==> src/sv/ps2mpt_pkg.sv <==
// Shared types and constants of the PS/2 mouse packet tracker.
package ps2mpt_pkg;

    localparam int BYTE_W  = 8;
    localparam int SIZE_W  = 13;
    localparam int POS_W   = 12;
    localparam int BTN_W   = 3;
    localparam int DELTA_W = 10;
    localparam int CFG_IDX_W = 1;

    // Bit positions inside the packet header byte.
    localparam int HDR_SYNC_BIT   = 3;
    localparam int HDR_X_SIGN_BIT = 4;
    localparam int HDR_Y_SIGN_BIT = 5;

    localparam logic [SIZE_W-1:0] WIDTH_RESET  = SIZE_W'(800);
    localparam logic [SIZE_W-1:0] HEIGHT_RESET = SIZE_W'(600);

    typedef enum logic [CFG_IDX_W-1:0] {
        CFG_SCREEN_WIDTH  = 1'b0,
        CFG_SCREEN_HEIGHT = 1'b1
    } t_cfg_idx;

endpackage

==> src/sv/ps2mpt_ifs.sv <==
// Channel interfaces of the PS/2 mouse packet tracker: bytes, positions, configuration.
interface ps2mpt_byte_if;
    logic                            valid;
    logic                            ready;
    logic [ps2mpt_pkg::BYTE_W-1:0]   rx_byte;

    modport source (output valid, output rx_byte, input ready);
    modport sink   (input valid, input rx_byte, output ready);
endinterface

interface ps2mpt_pos_if;
    logic                            valid;
    logic                            ready;
    logic [ps2mpt_pkg::POS_W-1:0]    pos_x;
    logic [ps2mpt_pkg::POS_W-1:0]    pos_y;
    logic [ps2mpt_pkg::BTN_W-1:0]    buttons;

    modport source (output valid, output pos_x, output pos_y, output buttons, input ready);
    modport sink   (input valid, input pos_x, input pos_y, input buttons, output ready);
endinterface

interface ps2mpt_cfg_if;
    logic                             valid;
    logic                             ready;
    logic [ps2mpt_pkg::CFG_IDX_W-1:0] index;
    logic [ps2mpt_pkg::SIZE_W-1:0]    data;

    modport source (output valid, output index, output data, input ready);
    modport sink   (input valid, input index, input data, output ready);
endinterface

==> src/sv/ps2mpt_axis.sv <==
// One cursor axis: adds a signed delta and clamps the result to the screen size.
module ps2mpt_axis #(
    parameter int CW          = 12,
    parameter int COORD_LIMIT = 4096
) (
    input  logic [CW-1:0]                         i_cursor,
    input  logic signed [ps2mpt_pkg::DELTA_W-1:0] i_delta,
    input  logic [ps2mpt_pkg::SIZE_W-1:0]         i_size,
    output logic [CW-1:0]                         o_cursor
);

    localparam int CALC_W = ((CW > ps2mpt_pkg::SIZE_W) ? CW : ps2mpt_pkg::SIZE_W) + 2;
    localparam logic signed [CALC_W-1:0] LIMIT_C = CALC_W'(COORD_LIMIT);

    logic signed [CALC_W-1:0] sum;
    logic signed [CALC_W-1:0] size_ext;
    logic signed [CALC_W-1:0] lim;

    always_comb begin
        sum      = $signed(CALC_W'(i_cursor)) + CALC_W'(i_delta);
        size_ext = $signed(CALC_W'(i_size));

        // A zero size behaves as one, and sizes beyond the coordinate range saturate.
        if (size_ext < CALC_W'(1)) begin
            lim = CALC_W'(1);
        end else if (size_ext > LIMIT_C) begin
            lim = LIMIT_C;
        end else begin
            lim = size_ext;
        end

        if (sum < CALC_W'(0)) begin
            o_cursor = '0;
        end else if (sum >= lim) begin
            o_cursor = CW'(lim - CALC_W'(1));
        end else begin
            o_cursor = CW'(sum);
        end
    end

endmodule

==> src/sv/ps2_mouse_packet_tracker.sv <==
// Top level of the PS/2 mouse packet tracker.
//
// Mouse bytes arrive as transfers on i_byte. Three bytes form a packet:
// a header whose sync bit (bit 3) must be set, an X delta and a Y delta.
// A byte expected as a header without the sync bit is dropped. The third
// byte of a packet moves the cursor (X plus dx, Y minus dy, both nine-bit
// signed with sign bits from the header) and clamps it to the screen;
// one transfer on o_pos then carries the position and the button bits.
// The other two bytes of a packet produce no output transfer.
//
// Each byte is taken into an input register and processed from there; the
// position that a packet's last byte produces is registered in the output register
// that drives o_pos. One byte per cycle is sustained: the input only stalls when a
// finishing packet meets a full output register the receiver is not draining,
// and then just that byte waits in the input register.
//
// i_cfg writes screen width (index 0) and screen height (index 1); it is
// always ready and should be used only while no packet is in progress.
// Reset restores width 800, height 600, the cursor to its start point,
// empties both pipeline registers and waits for a header byte.
module ps2_mouse_packet_tracker #(
    parameter int COORD_LIMIT = 4096,
    parameter int START_X     = 400,
    parameter int START_Y     = 300
) (
    input  logic   i_clk,
    input  logic   i_rst_n,
    ps2mpt_byte_if.sink   i_byte,
    ps2mpt_cfg_if.sink    i_cfg,
    ps2mpt_pos_if.source  o_pos
);

    // The cursor register holds every clamped value and both start points.
    localparam int MAX_A   = (COORD_LIMIT > START_X + 1) ? COORD_LIMIT : START_X + 1;
    localparam int CUR_MAX = (MAX_A > START_Y + 1) ? MAX_A : START_Y + 1;
    localparam int CW      = $clog2(CUR_MAX);
    localparam int EXT_W   = (CW > ps2mpt_pkg::POS_W) ? CW : ps2mpt_pkg::POS_W;

    typedef enum logic [1:0] {
        PH_HEADER = 2'd0,
        PH_XDELTA = 2'd1,
        PH_YDELTA = 2'd2
    } t_phase;

    // Configuration registers.
    logic [ps2mpt_pkg::SIZE_W-1:0] r_width;
    logic [ps2mpt_pkg::SIZE_W-1:0] r_height;

    // Input register.
    logic                          r_in_valid;
    logic [ps2mpt_pkg::BYTE_W-1:0] r_in_byte;

    // Packet assembly state.
    t_phase                        r_phase;
    t_phase                        n_phase;
    logic [ps2mpt_pkg::BYTE_W-1:0] r_header;
    logic [ps2mpt_pkg::BYTE_W-1:0] n_header;
    logic [ps2mpt_pkg::BYTE_W-1:0] r_xbyte;
    logic [ps2mpt_pkg::BYTE_W-1:0] n_xbyte;
    logic [CW-1:0]                 r_cur_x;
    logic [CW-1:0]                 r_cur_y;

    // Output register.
    logic                          r_out_valid;
    logic [ps2mpt_pkg::POS_W-1:0]  r_pos_x;
    logic [ps2mpt_pkg::POS_W-1:0]  r_pos_y;
    logic [ps2mpt_pkg::BTN_W-1:0]  r_buttons;

    logic                                 out_free;
    logic                                 finishes;
    logic                                 advance;
    logic                                 in_take;
    logic signed [ps2mpt_pkg::DELTA_W-1:0] dx;
    logic signed [ps2mpt_pkg::DELTA_W-1:0] dy;
    logic signed [ps2mpt_pkg::DELTA_W-1:0] neg_dy;
    logic [CW-1:0]                        new_x;
    logic [CW-1:0]                        new_y;

    assign out_free = !r_out_valid || o_pos.ready;
    assign finishes = r_in_valid && (r_phase == PH_YDELTA);
    // The held byte moves on unless it finishes a packet and the output is stalled.
    assign advance  = r_in_valid && (!finishes || out_free);
    assign in_take  = i_byte.valid && i_byte.ready;

    assign i_byte.ready = !r_in_valid || advance;
    assign i_cfg.ready  = 1'b1;

    assign dx = $signed({{(ps2mpt_pkg::DELTA_W - ps2mpt_pkg::BYTE_W)
                          {r_header[ps2mpt_pkg::HDR_X_SIGN_BIT]}}, r_xbyte});
    assign dy = $signed({{(ps2mpt_pkg::DELTA_W - ps2mpt_pkg::BYTE_W)
                          {r_header[ps2mpt_pkg::HDR_Y_SIGN_BIT]}}, r_in_byte});
    assign neg_dy = -dy;

    ps2mpt_axis #(
        .CW          (CW),
        .COORD_LIMIT (COORD_LIMIT)
    ) u_axis_x (
        .i_cursor (r_cur_x),
        .i_delta  (dx),
        .i_size   (r_width),
        .o_cursor (new_x)
    );

    ps2mpt_axis #(
        .CW          (CW),
        .COORD_LIMIT (COORD_LIMIT)
    ) u_axis_y (
        .i_cursor (r_cur_y),
        .i_delta  (neg_dy),
        .i_size   (r_height),
        .o_cursor (new_y)
    );

    // Next packet phase and the stored header and X delta bytes.
    always_comb begin
        n_phase  = r_phase;
        n_header = r_header;
        n_xbyte  = r_xbyte;
        case (r_phase)
            PH_XDELTA: begin
                n_xbyte = r_in_byte;
                n_phase = PH_YDELTA;
            end
            PH_YDELTA: begin
                n_phase = PH_HEADER;
            end
            default: begin
                // A byte without the sync bit cannot start a packet and is dropped.
                n_phase = PH_HEADER;
                if (r_in_byte[ps2mpt_pkg::HDR_SYNC_BIT]) begin
                    n_header = r_in_byte;
                    n_phase  = PH_XDELTA;
                end
            end
        endcase
    end

    always_ff @(posedge i_clk) begin
        if (!i_rst_n) begin
            r_width     <= ps2mpt_pkg::WIDTH_RESET;
            r_height    <= ps2mpt_pkg::HEIGHT_RESET;
            r_in_valid  <= 1'b0;
            r_phase     <= PH_HEADER;
            r_header    <= '0;
            r_xbyte     <= '0;
            r_cur_x     <= CW'(START_X);
            r_cur_y     <= CW'(START_Y);
            r_out_valid <= 1'b0;
        end else begin
            if (i_cfg.valid) begin
                case (i_cfg.index)
                    ps2mpt_pkg::CFG_SCREEN_WIDTH:  r_width  <= i_cfg.data;
                    ps2mpt_pkg::CFG_SCREEN_HEIGHT: r_height <= i_cfg.data;
                    default: ;
                endcase
            end

            if (in_take) begin
                r_in_valid <= 1'b1;
                r_in_byte  <= i_byte.rx_byte;
            end else if (advance) begin
                r_in_valid <= 1'b0;
            end

            if (advance) begin
                r_phase  <= n_phase;
                r_header <= n_header;
                r_xbyte  <= n_xbyte;
            end

            if (advance && finishes) begin
                r_cur_x     <= new_x;
                r_cur_y     <= new_y;
                r_out_valid <= 1'b1;
                r_pos_x     <= ps2mpt_pkg::POS_W'(EXT_W'(new_x));
                r_pos_y     <= ps2mpt_pkg::POS_W'(EXT_W'(new_y));
                r_buttons   <= r_header[ps2mpt_pkg::BTN_W-1:0];
            end else if (o_pos.ready) begin
                r_out_valid <= 1'b0;
            end
        end
    end

    assign o_pos.valid   = r_out_valid;
    assign o_pos.pos_x   = r_pos_x;
    assign o_pos.pos_y   = r_pos_y;
    assign o_pos.buttons = r_buttons;

endmodule

==> src/flat_wrapper.sv <==
// flat-port wrapper written by rule: the top's interface ports become plain ports
module ps2_mouse_packet_tracker_flat 
#(
    parameter int COORD_LIMIT = 4096,
    parameter int START_X     = 400,
    parameter int START_Y     = 300
)
  (i_clk, i_rst_n, i_byte_valid, i_byte_rx_byte, i_byte_ready, i_cfg_valid, i_cfg_index, i_cfg_data, i_cfg_ready, o_pos_valid, o_pos_pos_x, o_pos_pos_y, o_pos_buttons, o_pos_ready);
  ps2mpt_byte_if i_byte_i ();
  ps2mpt_cfg_if i_cfg_i ();
  ps2mpt_pos_if o_pos_i ();
  input  logic i_clk;
  input  logic i_rst_n;
  input wire logic [$bits(i_byte_i.valid)-1:0] i_byte_valid;
  input wire logic [$bits(i_byte_i.rx_byte)-1:0] i_byte_rx_byte;
  output wire logic [$bits(i_byte_i.ready)-1:0] i_byte_ready;
  input wire logic [$bits(i_cfg_i.valid)-1:0] i_cfg_valid;
  input wire logic [$bits(i_cfg_i.index)-1:0] i_cfg_index;
  input wire logic [$bits(i_cfg_i.data)-1:0] i_cfg_data;
  output wire logic [$bits(i_cfg_i.ready)-1:0] i_cfg_ready;
  output wire logic [$bits(o_pos_i.valid)-1:0] o_pos_valid;
  output wire logic [$bits(o_pos_i.pos_x)-1:0] o_pos_pos_x;
  output wire logic [$bits(o_pos_i.pos_y)-1:0] o_pos_pos_y;
  output wire logic [$bits(o_pos_i.buttons)-1:0] o_pos_buttons;
  input wire logic [$bits(o_pos_i.ready)-1:0] o_pos_ready;
  assign i_byte_i.valid = i_byte_valid;
  assign i_byte_i.rx_byte = i_byte_rx_byte;
  assign i_byte_ready = i_byte_i.ready;
  assign i_cfg_i.valid = i_cfg_valid;
  assign i_cfg_i.index = i_cfg_index;
  assign i_cfg_i.data = i_cfg_data;
  assign i_cfg_ready = i_cfg_i.ready;
  assign o_pos_valid = o_pos_i.valid;
  assign o_pos_pos_x = o_pos_i.pos_x;
  assign o_pos_pos_y = o_pos_i.pos_y;
  assign o_pos_buttons = o_pos_i.buttons;
  assign o_pos_i.ready = o_pos_ready;
  ps2_mouse_packet_tracker #(.COORD_LIMIT(COORD_LIMIT), .START_X(START_X), .START_Y(START_Y)) u_core (.i_clk(i_clk), .i_rst_n(i_rst_n), .i_byte(i_byte_i), .i_cfg(i_cfg_i), .o_pos(o_pos_i));
endmodule
==> config.mk <==
export PLATFORM = sky130hd
export DESIGN_NAME = ps2_mouse_packet_tracker_flat
export DESIGN_NICKNAME = d
export VERILOG_FILES = /design/src/sv/ps2mpt_pkg.sv /design/src/sv/ps2mpt_ifs.sv /design/src/sv/ps2mpt_axis.sv /design/src/sv/ps2_mouse_packet_tracker.sv /design/src/flat_wrapper.sv
export SDC_FILE = /design/constraint.sdc
export NUM_CORES = 1
export LEC_CHECK = 0
export ABC_CLOCK_PERIOD_IN_PS = 7600
export BUFFER_PORTS_ARGS = -buffer_cell sky130_fd_sc_hd__buf_2
export CAP_MARGIN = 20
export CORE_MARGIN = 2
export CORE_UTILIZATION = 53
export DETAILED_ROUTE_END_ITERATION = 12
export PLACE_DENSITY = 0.72
export SYNTH_ARGS = -nofsm -noshare
export SYNTH_HDL_FRONTEND = slang
export SYNTH_SLANG_ARGS = --single-unit
==> constraint.sdc <==
create_clock -name i_clk -period 7.6 [get_ports i_clk]
set_clock_uncertainty 0.15 [all_clocks]
set_input_delay 1.52 -clock i_clk [delete_from_list [all_inputs] [get_ports i_clk]]
set_output_delay 1.52 -clock i_clk [all_outputs]
set_load 0.005 [all_outputs]
==> impl_metrics.ini, run 1 <==
[status]
status = complete, no violations

[global_route]
grt.total_usage_pct = 24.5
grt_pass1_wl_um = 25600
grt_max_degree = 54
grt_pass1_vias = 5410
overflow = 0
antenna_found_initial = 0

[timing]
fmax_ghz = 0.222
rsz0062_at_grt = false
worst_pin_slew_ns = 1.05
post-route-period-util_pct = 59.3
worst_hold_slack_ns = 0.294
setup_viol = 0
hold_viol_final = 0
min_period_ns = 4.51
max_slew_margin_pct = 29.9
tns_ns = 0
report.final.slew_viol_count = 0

[die]
dieArea_sq_um = 13100
ios = 57
initial_core_util_pct = 54.2
core_area_sq_um = 12000
die_y_um = 115
die_w_um = 115
fp-row-count = 40

[logic_synthesis]
synth_seq_cells = 102
synth_area_leaders = dfxtp_1 21%, edfxtp_1 16%, ha_1 11%, nand2_1 6.9%, nor2_1 3.4%
syn_nets = 817
synth_edf_count = 35
syn_area_sq_um = 6490
ys_seq_area_share_pct = 36.9
yosysWarnings = 0
yosysUniqueCellTypes = 73
synth_common_cells = 119 x nand2_1, 67 x dfxtp_1, 58 x nor2_1, 56 x ha_1, 38 x a21oi_1
async_reset_ff_share_pct = 0
synth_top_cell_by_area = dfxtp_1
synth-main-ff-cell = dfxtp_1
synth_area_per_cell_sq_um = 8.86
synth_top_area_share_pct = 20.7
yosysMostFrequentCell = nand2_1
syn_inst = 732

[cells_and_area]
final_nets = 850
syn2layout_area_growth_pct = 9.61
drive_gt1_share_pct = 12.6
finish.instance_area_sq_um = 7110
diodes = 0

[pwr]
pwr_density_cell_nw_per_um2 = 185
cellLeakagePower_uw = 0.00297
ir_drop_v = 0.000111
finalPower_uw = 1320

[cts]
htree_levels = 3
ctsHoldBuffers = 0
cts_tree = done
post-cts-setup-buffers = 0
numCtsBuffers = 9
clkTransAtPathRegs_ns = 0.07
root_buffer = clkbuf_16
clk_latency_ns = 0.35
cts_resized = 0
cts_max_path_buffers = 2
clock-sinks = 102

[placed_design]
place_area_sq_um = 6800
gp_congestion = 0.941
io_buffers = 55
dp_hpwl_um = 11900

[hold_path]
hp-class = reg2reg

[worst_setup_path]
reg2reg_slack_ns = 3.09
arrival_ns = 4.60
required_ns = 7.70
end_kind = register
path_max_fanout = 7
crit_path_start_kind = register
crit_type = reg2reg

[route]
vias = 5480
drcViolationCount = 0
drtIter0Drc = 353
wl_per_cell_um = 17.0
detail-route-antenna-nets = 0
viasPerCell = 5.98
dr.pass1.iters = 5
wirelength_um = 15600

[flow_run]
drv_cap = 0
area by class of cell:
cell class	count	area, sq um
Clock buffer	11	233
Clock inverter	5	47.5
Fill cell	1032	4850
Inverter	30	113
Multi-Input combinational cell	565	3830
Sequential cell	102	2390
Tap cell	147	184
Timing Repair Buffer	57	310
flip-flops by register name, summed over array words and instances, names as in the netlist:
name                  flops
u_core.r_in_valid         1
u_core.r_cur_y           12
u_core.r_header           5
u_core.r_in_byte          8
u_core.o_pos.pos_x       12
u_core.r_cur_x           12
u_core.r_width           13
u_core.r_height          13
u_core.r_xbyte            8
u_core.o_pos.buttons      3
u_core.r_phase            2
u_core.o_pos.valid        1
u_core.o_pos.pos_y       12
cells by family after synthesis:
family / after synthesis / share of synthesized area [%]
adder cells (fa/ha/maj): 58 / 11.4
multiplexers: 26 / 4.11
AND/OR/NAND/NOR: 286 / 20.9
XOR/XNOR: 21 / 2.84
AO/OA/AOI/OAI: 173 / 19.6
buffers and inverters: 65 / 4.19
flip-flops: 102 / 36.9
other: 1 / 0.0578
final timing paths:
check / from / end / cells past startpoint
hold / removal: u_core.r_header[0] / u_core.o_pos.buttons[0] / 0
setup / recovery: u_core.r_in_byte[1] / u_core.r_cur_y[0] / 13
setup reg to reg: u_core.r_in_byte[1] / u_core.r_cur_y[0] / 13
hold reg to reg: u_core.r_header[0] / u_core.o_pos.buttons[0] / 0
per-stage QoR:
| stage | setup WS, ns | utilization [%] | instances |
|---|---|---|---|
| after detailed placement | 2.90 | 56.9 | 900 |
| after global routing | 2.82 | 59.4 | 917 |
| after floorplan | 3.75 | - | 732 |
| after global placement | 3.04 | 56.9 | 900 |
| after CTS | 3.16 | 59.2 | 916 |
| final | 3.09 | 59.4 | 917 |
critical path, cell delays in order, from the launching register on:
cell	delay, ns
edfxtp_1	0.43
inv_1	0.13
ha_1	0.23
nor2b_1	0.16
o2111ai_1	0.33
a21boi_0	0.19
o311ai_0	0.69
ha_1	0.37
a211oi_1	0.25
nor2_1	0.15
a2111oi_4	0.47
nor2_1	0.29
mux2_2	0.35
o31ai_1	0.21
routing by layer:
layer / vias up / wire length (um) / global-route usage [%]
met5: - / 0 / 0
met3: 40 / 484 / 3.76
met1: 2609 / 6620 / 29.7
met4: 0 / 528 / 10.8
met2: 125 / 7950 / 43.0
li1: 2706 / - / -
cells in the final DEF, fill, tap and decap left out, types with 4 or more instances in the layout:
master	n
a211oi_1	6
a21boi_0	25
a21o_1	5
a21oi_1	38
a31oi_1	5
and2_1	8
buf_2	55
clkbuf_16	9
dfxtp_1	67
edfxtp_1	35
ha_1	56
inv_1	28
mux2i_1	21
nand2_1	119
nand2b_1	7
nand3_1	19
nand4_1	6
nor2_1	58
nor2b_1	20
nor3_1	16
o2111ai_1	4
o211ai_1	6
o21a_1	10
o21ai_0	16
o311ai_0	4
o311ai_1	4
o31ai_1	18
or2_2	7
or3_1	5
or4_1	6
xnor2_1	10
xor2_1	10
report_power, final:
part           total, uW  switching, uW  leakage, uW  internal (uW)
logic                279            167      0.00198            112
clock network        437            209     0.000137            227
registers            602           16.8     0.000857            585
No activity file was read; power rests on OpenSTA's default activity.
==> inputs of run 2 (changes only) <==
--- a/config.mk
+++ b/config.mk
@@ -5,7 +5,7 @@
 export SDC_FILE = /design/constraint.sdc
 export NUM_CORES = 1
 export LEC_CHECK = 0
-export ABC_CLOCK_PERIOD_IN_PS = 7600
+export ABC_CLOCK_PERIOD_IN_PS = 4400
 export BUFFER_PORTS_ARGS = -buffer_cell sky130_fd_sc_hd__buf_2
 export CAP_MARGIN = 20
 export CORE_MARGIN = 2
==> constraint.sdc (replaced) <==
create_clock -name i_clk -period 4.4 [get_ports i_clk]
set_clock_uncertainty 0.15 [all_clocks]
set_input_delay 0.88 -clock i_clk [delete_from_list [all_inputs] [get_ports i_clk]]
set_output_delay 0.88 -clock i_clk [all_outputs]
set_load 0.005 [all_outputs]
==> run 2 against run 1 <==
Net effect: register-to-register slack worse by 2.9 ns; sequential power is 73% higher; clock power is 74% higher; cell area is 1.4% higher; count of clock-buffer cells in the layout stayed put; combinational power is 85% higher; critical path type unchanged.
==> impl_metrics.ini, run 2 (synthesis gave the netlist of run 1 again) <==
[placed_design]
gp_congestion = 1.01
dp_hpwl_um = 12200
place_area_sq_um = 6870
io_buffers = 55
place_inst = 907

[timing]
worst_hold_slack_ns = 0.296
report.final.slew_viol_count = 0
fmax_ghz = 0.235
hold_viol_final = 0
max_slew_margin_pct = 45.7
min_period_ns = 4.25
worst_pin_slew_ns = 0.815
post-route-period-util_pct = 96.6
tns_ns = 0
setup_viol = 0

[hold_path]
hp-class = reg2reg

[worst_setup_path]
startpoint = u_core.r_in_byte[2]
crit_path_end = u_core.o_pos.pos_y[9]
ff2ff_path_depth = 15
crit_type = reg2reg
end_kind = register
rr_endpoint = u_core.o_pos.pos_y[9]
path_max_fanout = 5
arrival_ns = 4.20
crit_path_start_kind = register
required_ns = 4.35
r2r-start = u_core.r_in_byte[2]
reg2reg_slack_ns = 0.15

[route]
dr.pass1.iters = 5
drcViolationCount = 0
detail-route-antenna-nets = 0
viasPerCell = 5.89
vias = 5459
wirelength_um = 16200
wl_per_cell_um = 17.4
drtIter0Drc = 349

[global_route]
grt_pass1_wl_um = 25900
grt_pass1_vias = 5218
overflow = 0
grt.total_usage_pct = 25.4
grt_max_degree = 53
antenna_found_initial = 0

[cts]
numCtsBuffers = 9
cts_max_path_buffers = 2
clkTransAtPathRegs_ns = 0.07
htree_levels = 3
clk_latency_ns = 0.36
root_buffer = clkbuf_16
cts_tree = done
ctsHoldBuffers = 0
clock-sinks = 102

[pwr]
cellLeakagePower_uw = 0.00302
p_sw_uw = 700
pwr_density_cell_nw_per_um2 = 321
finalPower_uw = 2310
power_frac_comb_pct = 22.3
seqPwrFrac_pct = 44.8
ir_drop_v = 0.000170
intPower_uw = 1610
switching_share_pct = 30.2
pwr-share-clk_pct = 32.9

[die]
ios = 57
die_w_um = 115
fp-row-count = 40
core_area_sq_um = 12000
initial_core_util_pct = 54.2
dieArea_sq_um = 13100
die_y_um = 115

[cells_and_area]
final_nets = 860
register_area_sq_um = 2390
diodes = 0
layoutNonFillerInstCount = 927
final_cell_mix = 119 x nand2_1, 67 x dfxtp_1, 57 x nor2_1, 56 x ha_1, 55 x buf_2
top_regs = u_core.r_height: 13 flops, u_core.r_width: 13 flops
syn2layout_area_growth_pct = 11.2
drive_gt1_share_pct = 14.4
final_common_cell = nand2_1
finish.instance_area_sq_um = 7210
fill_cells = 1045
multiInputGateArea_sq_um = 3850

[flow_run]
drv_cap = 0

[status]
status = complete, no violations
run 2: cell types whose count changed in the layout (fill, tap and decap cells not counted), sizes merged:
cell	previous run	this run
clkinvlp	0	1
buf	57	67
inv	29	31
clkinv	6	3
run 2: worst min path at each step:
| stage | startpoint | endpoint | depth (start not counted) | slack (ns) |
|---|---|---|---|---|
| floorplan | u_core.r_header[0] | u_core.o_pos.buttons[0] | 0 | 0.26 |
| global placement | u_core.r_header[2] | u_core.o_pos.buttons[2] | 0 | 0.27 |
| detailed placement | u_core.r_header[1] | u_core.o_pos.buttons[1] | 0 | 0.27 |
| CTS | u_core.r_header[1] | u_core.o_pos.buttons[1] | 0 | 0.30 |
| global route | u_core.r_header[2] | u_core.o_pos.buttons[2] | 0 | 0.30 |
| finish | u_core.r_header[2] | u_core.o_pos.buttons[2] | 0 | 0.30 |
run 2: per-stage QoR:
stage | setup WS, ns | util, %
final | 0.152 | 60.3
after global routing | -0.00584 | 60.3
after CTS | 0.143 | 59.8
after detailed placement | 0.179 | 57.5
after global placement | 0.304 | 57.2
after floorplan | 0.545 | -
run 2: area by class of cell:
cell class,instances,area share [%]
inverter,30,1.56
clock inverter,5,0.590
timing repair buffer,67,5.45
sequential,102,33.2
multi-input combinational,565,53.4
clock buffer,11,3.23
tap,147,2.55
run 2: power groups by stage:
stage	Clock, uW	Sequential (uW)	Combinational (uW)
after floorplan	0	1050	373
after global placement	0	1060	470
after detailed placement	0	1060	484
after CTS	769	1040	488
after global routing	808	1040	568
final	761	1040	516
run 2: per-layer routing:
layer	wire length (um)	up-vias	share of wire (%)	GRT usage [%]
li1	-	2720	-	-
met1	7140	2596	44	31.4
met2	7950	106	49	43.9
met3	493	37	3.0	4.61
met4	577	0	3.6	9.92
met5	0	-	0	0
run 2: worst max-delay path, cell delays in order (launching register included):
cell       delay [ns]
edfxtp_1         0.36
inv_1            0.11
ha_1             0.31
nor2b_1          0.18
o2111ai_1        0.31
a21oi_2          0.12
or4_1            0.51
and2_1           0.18
ha_1             0.21
a2111o_1         0.46
a2111oi_4        0.36
buf_4            0.20
buf_4            0.11
a211oi_1         0.05
a31oi_1          0.29
nor2_1           0.07
run 2: timing repair:
action,4_1_cts,5_1_grt
setup buffers,0,3
endpoints found under the setup margin,0,16
resized for setup,0,6
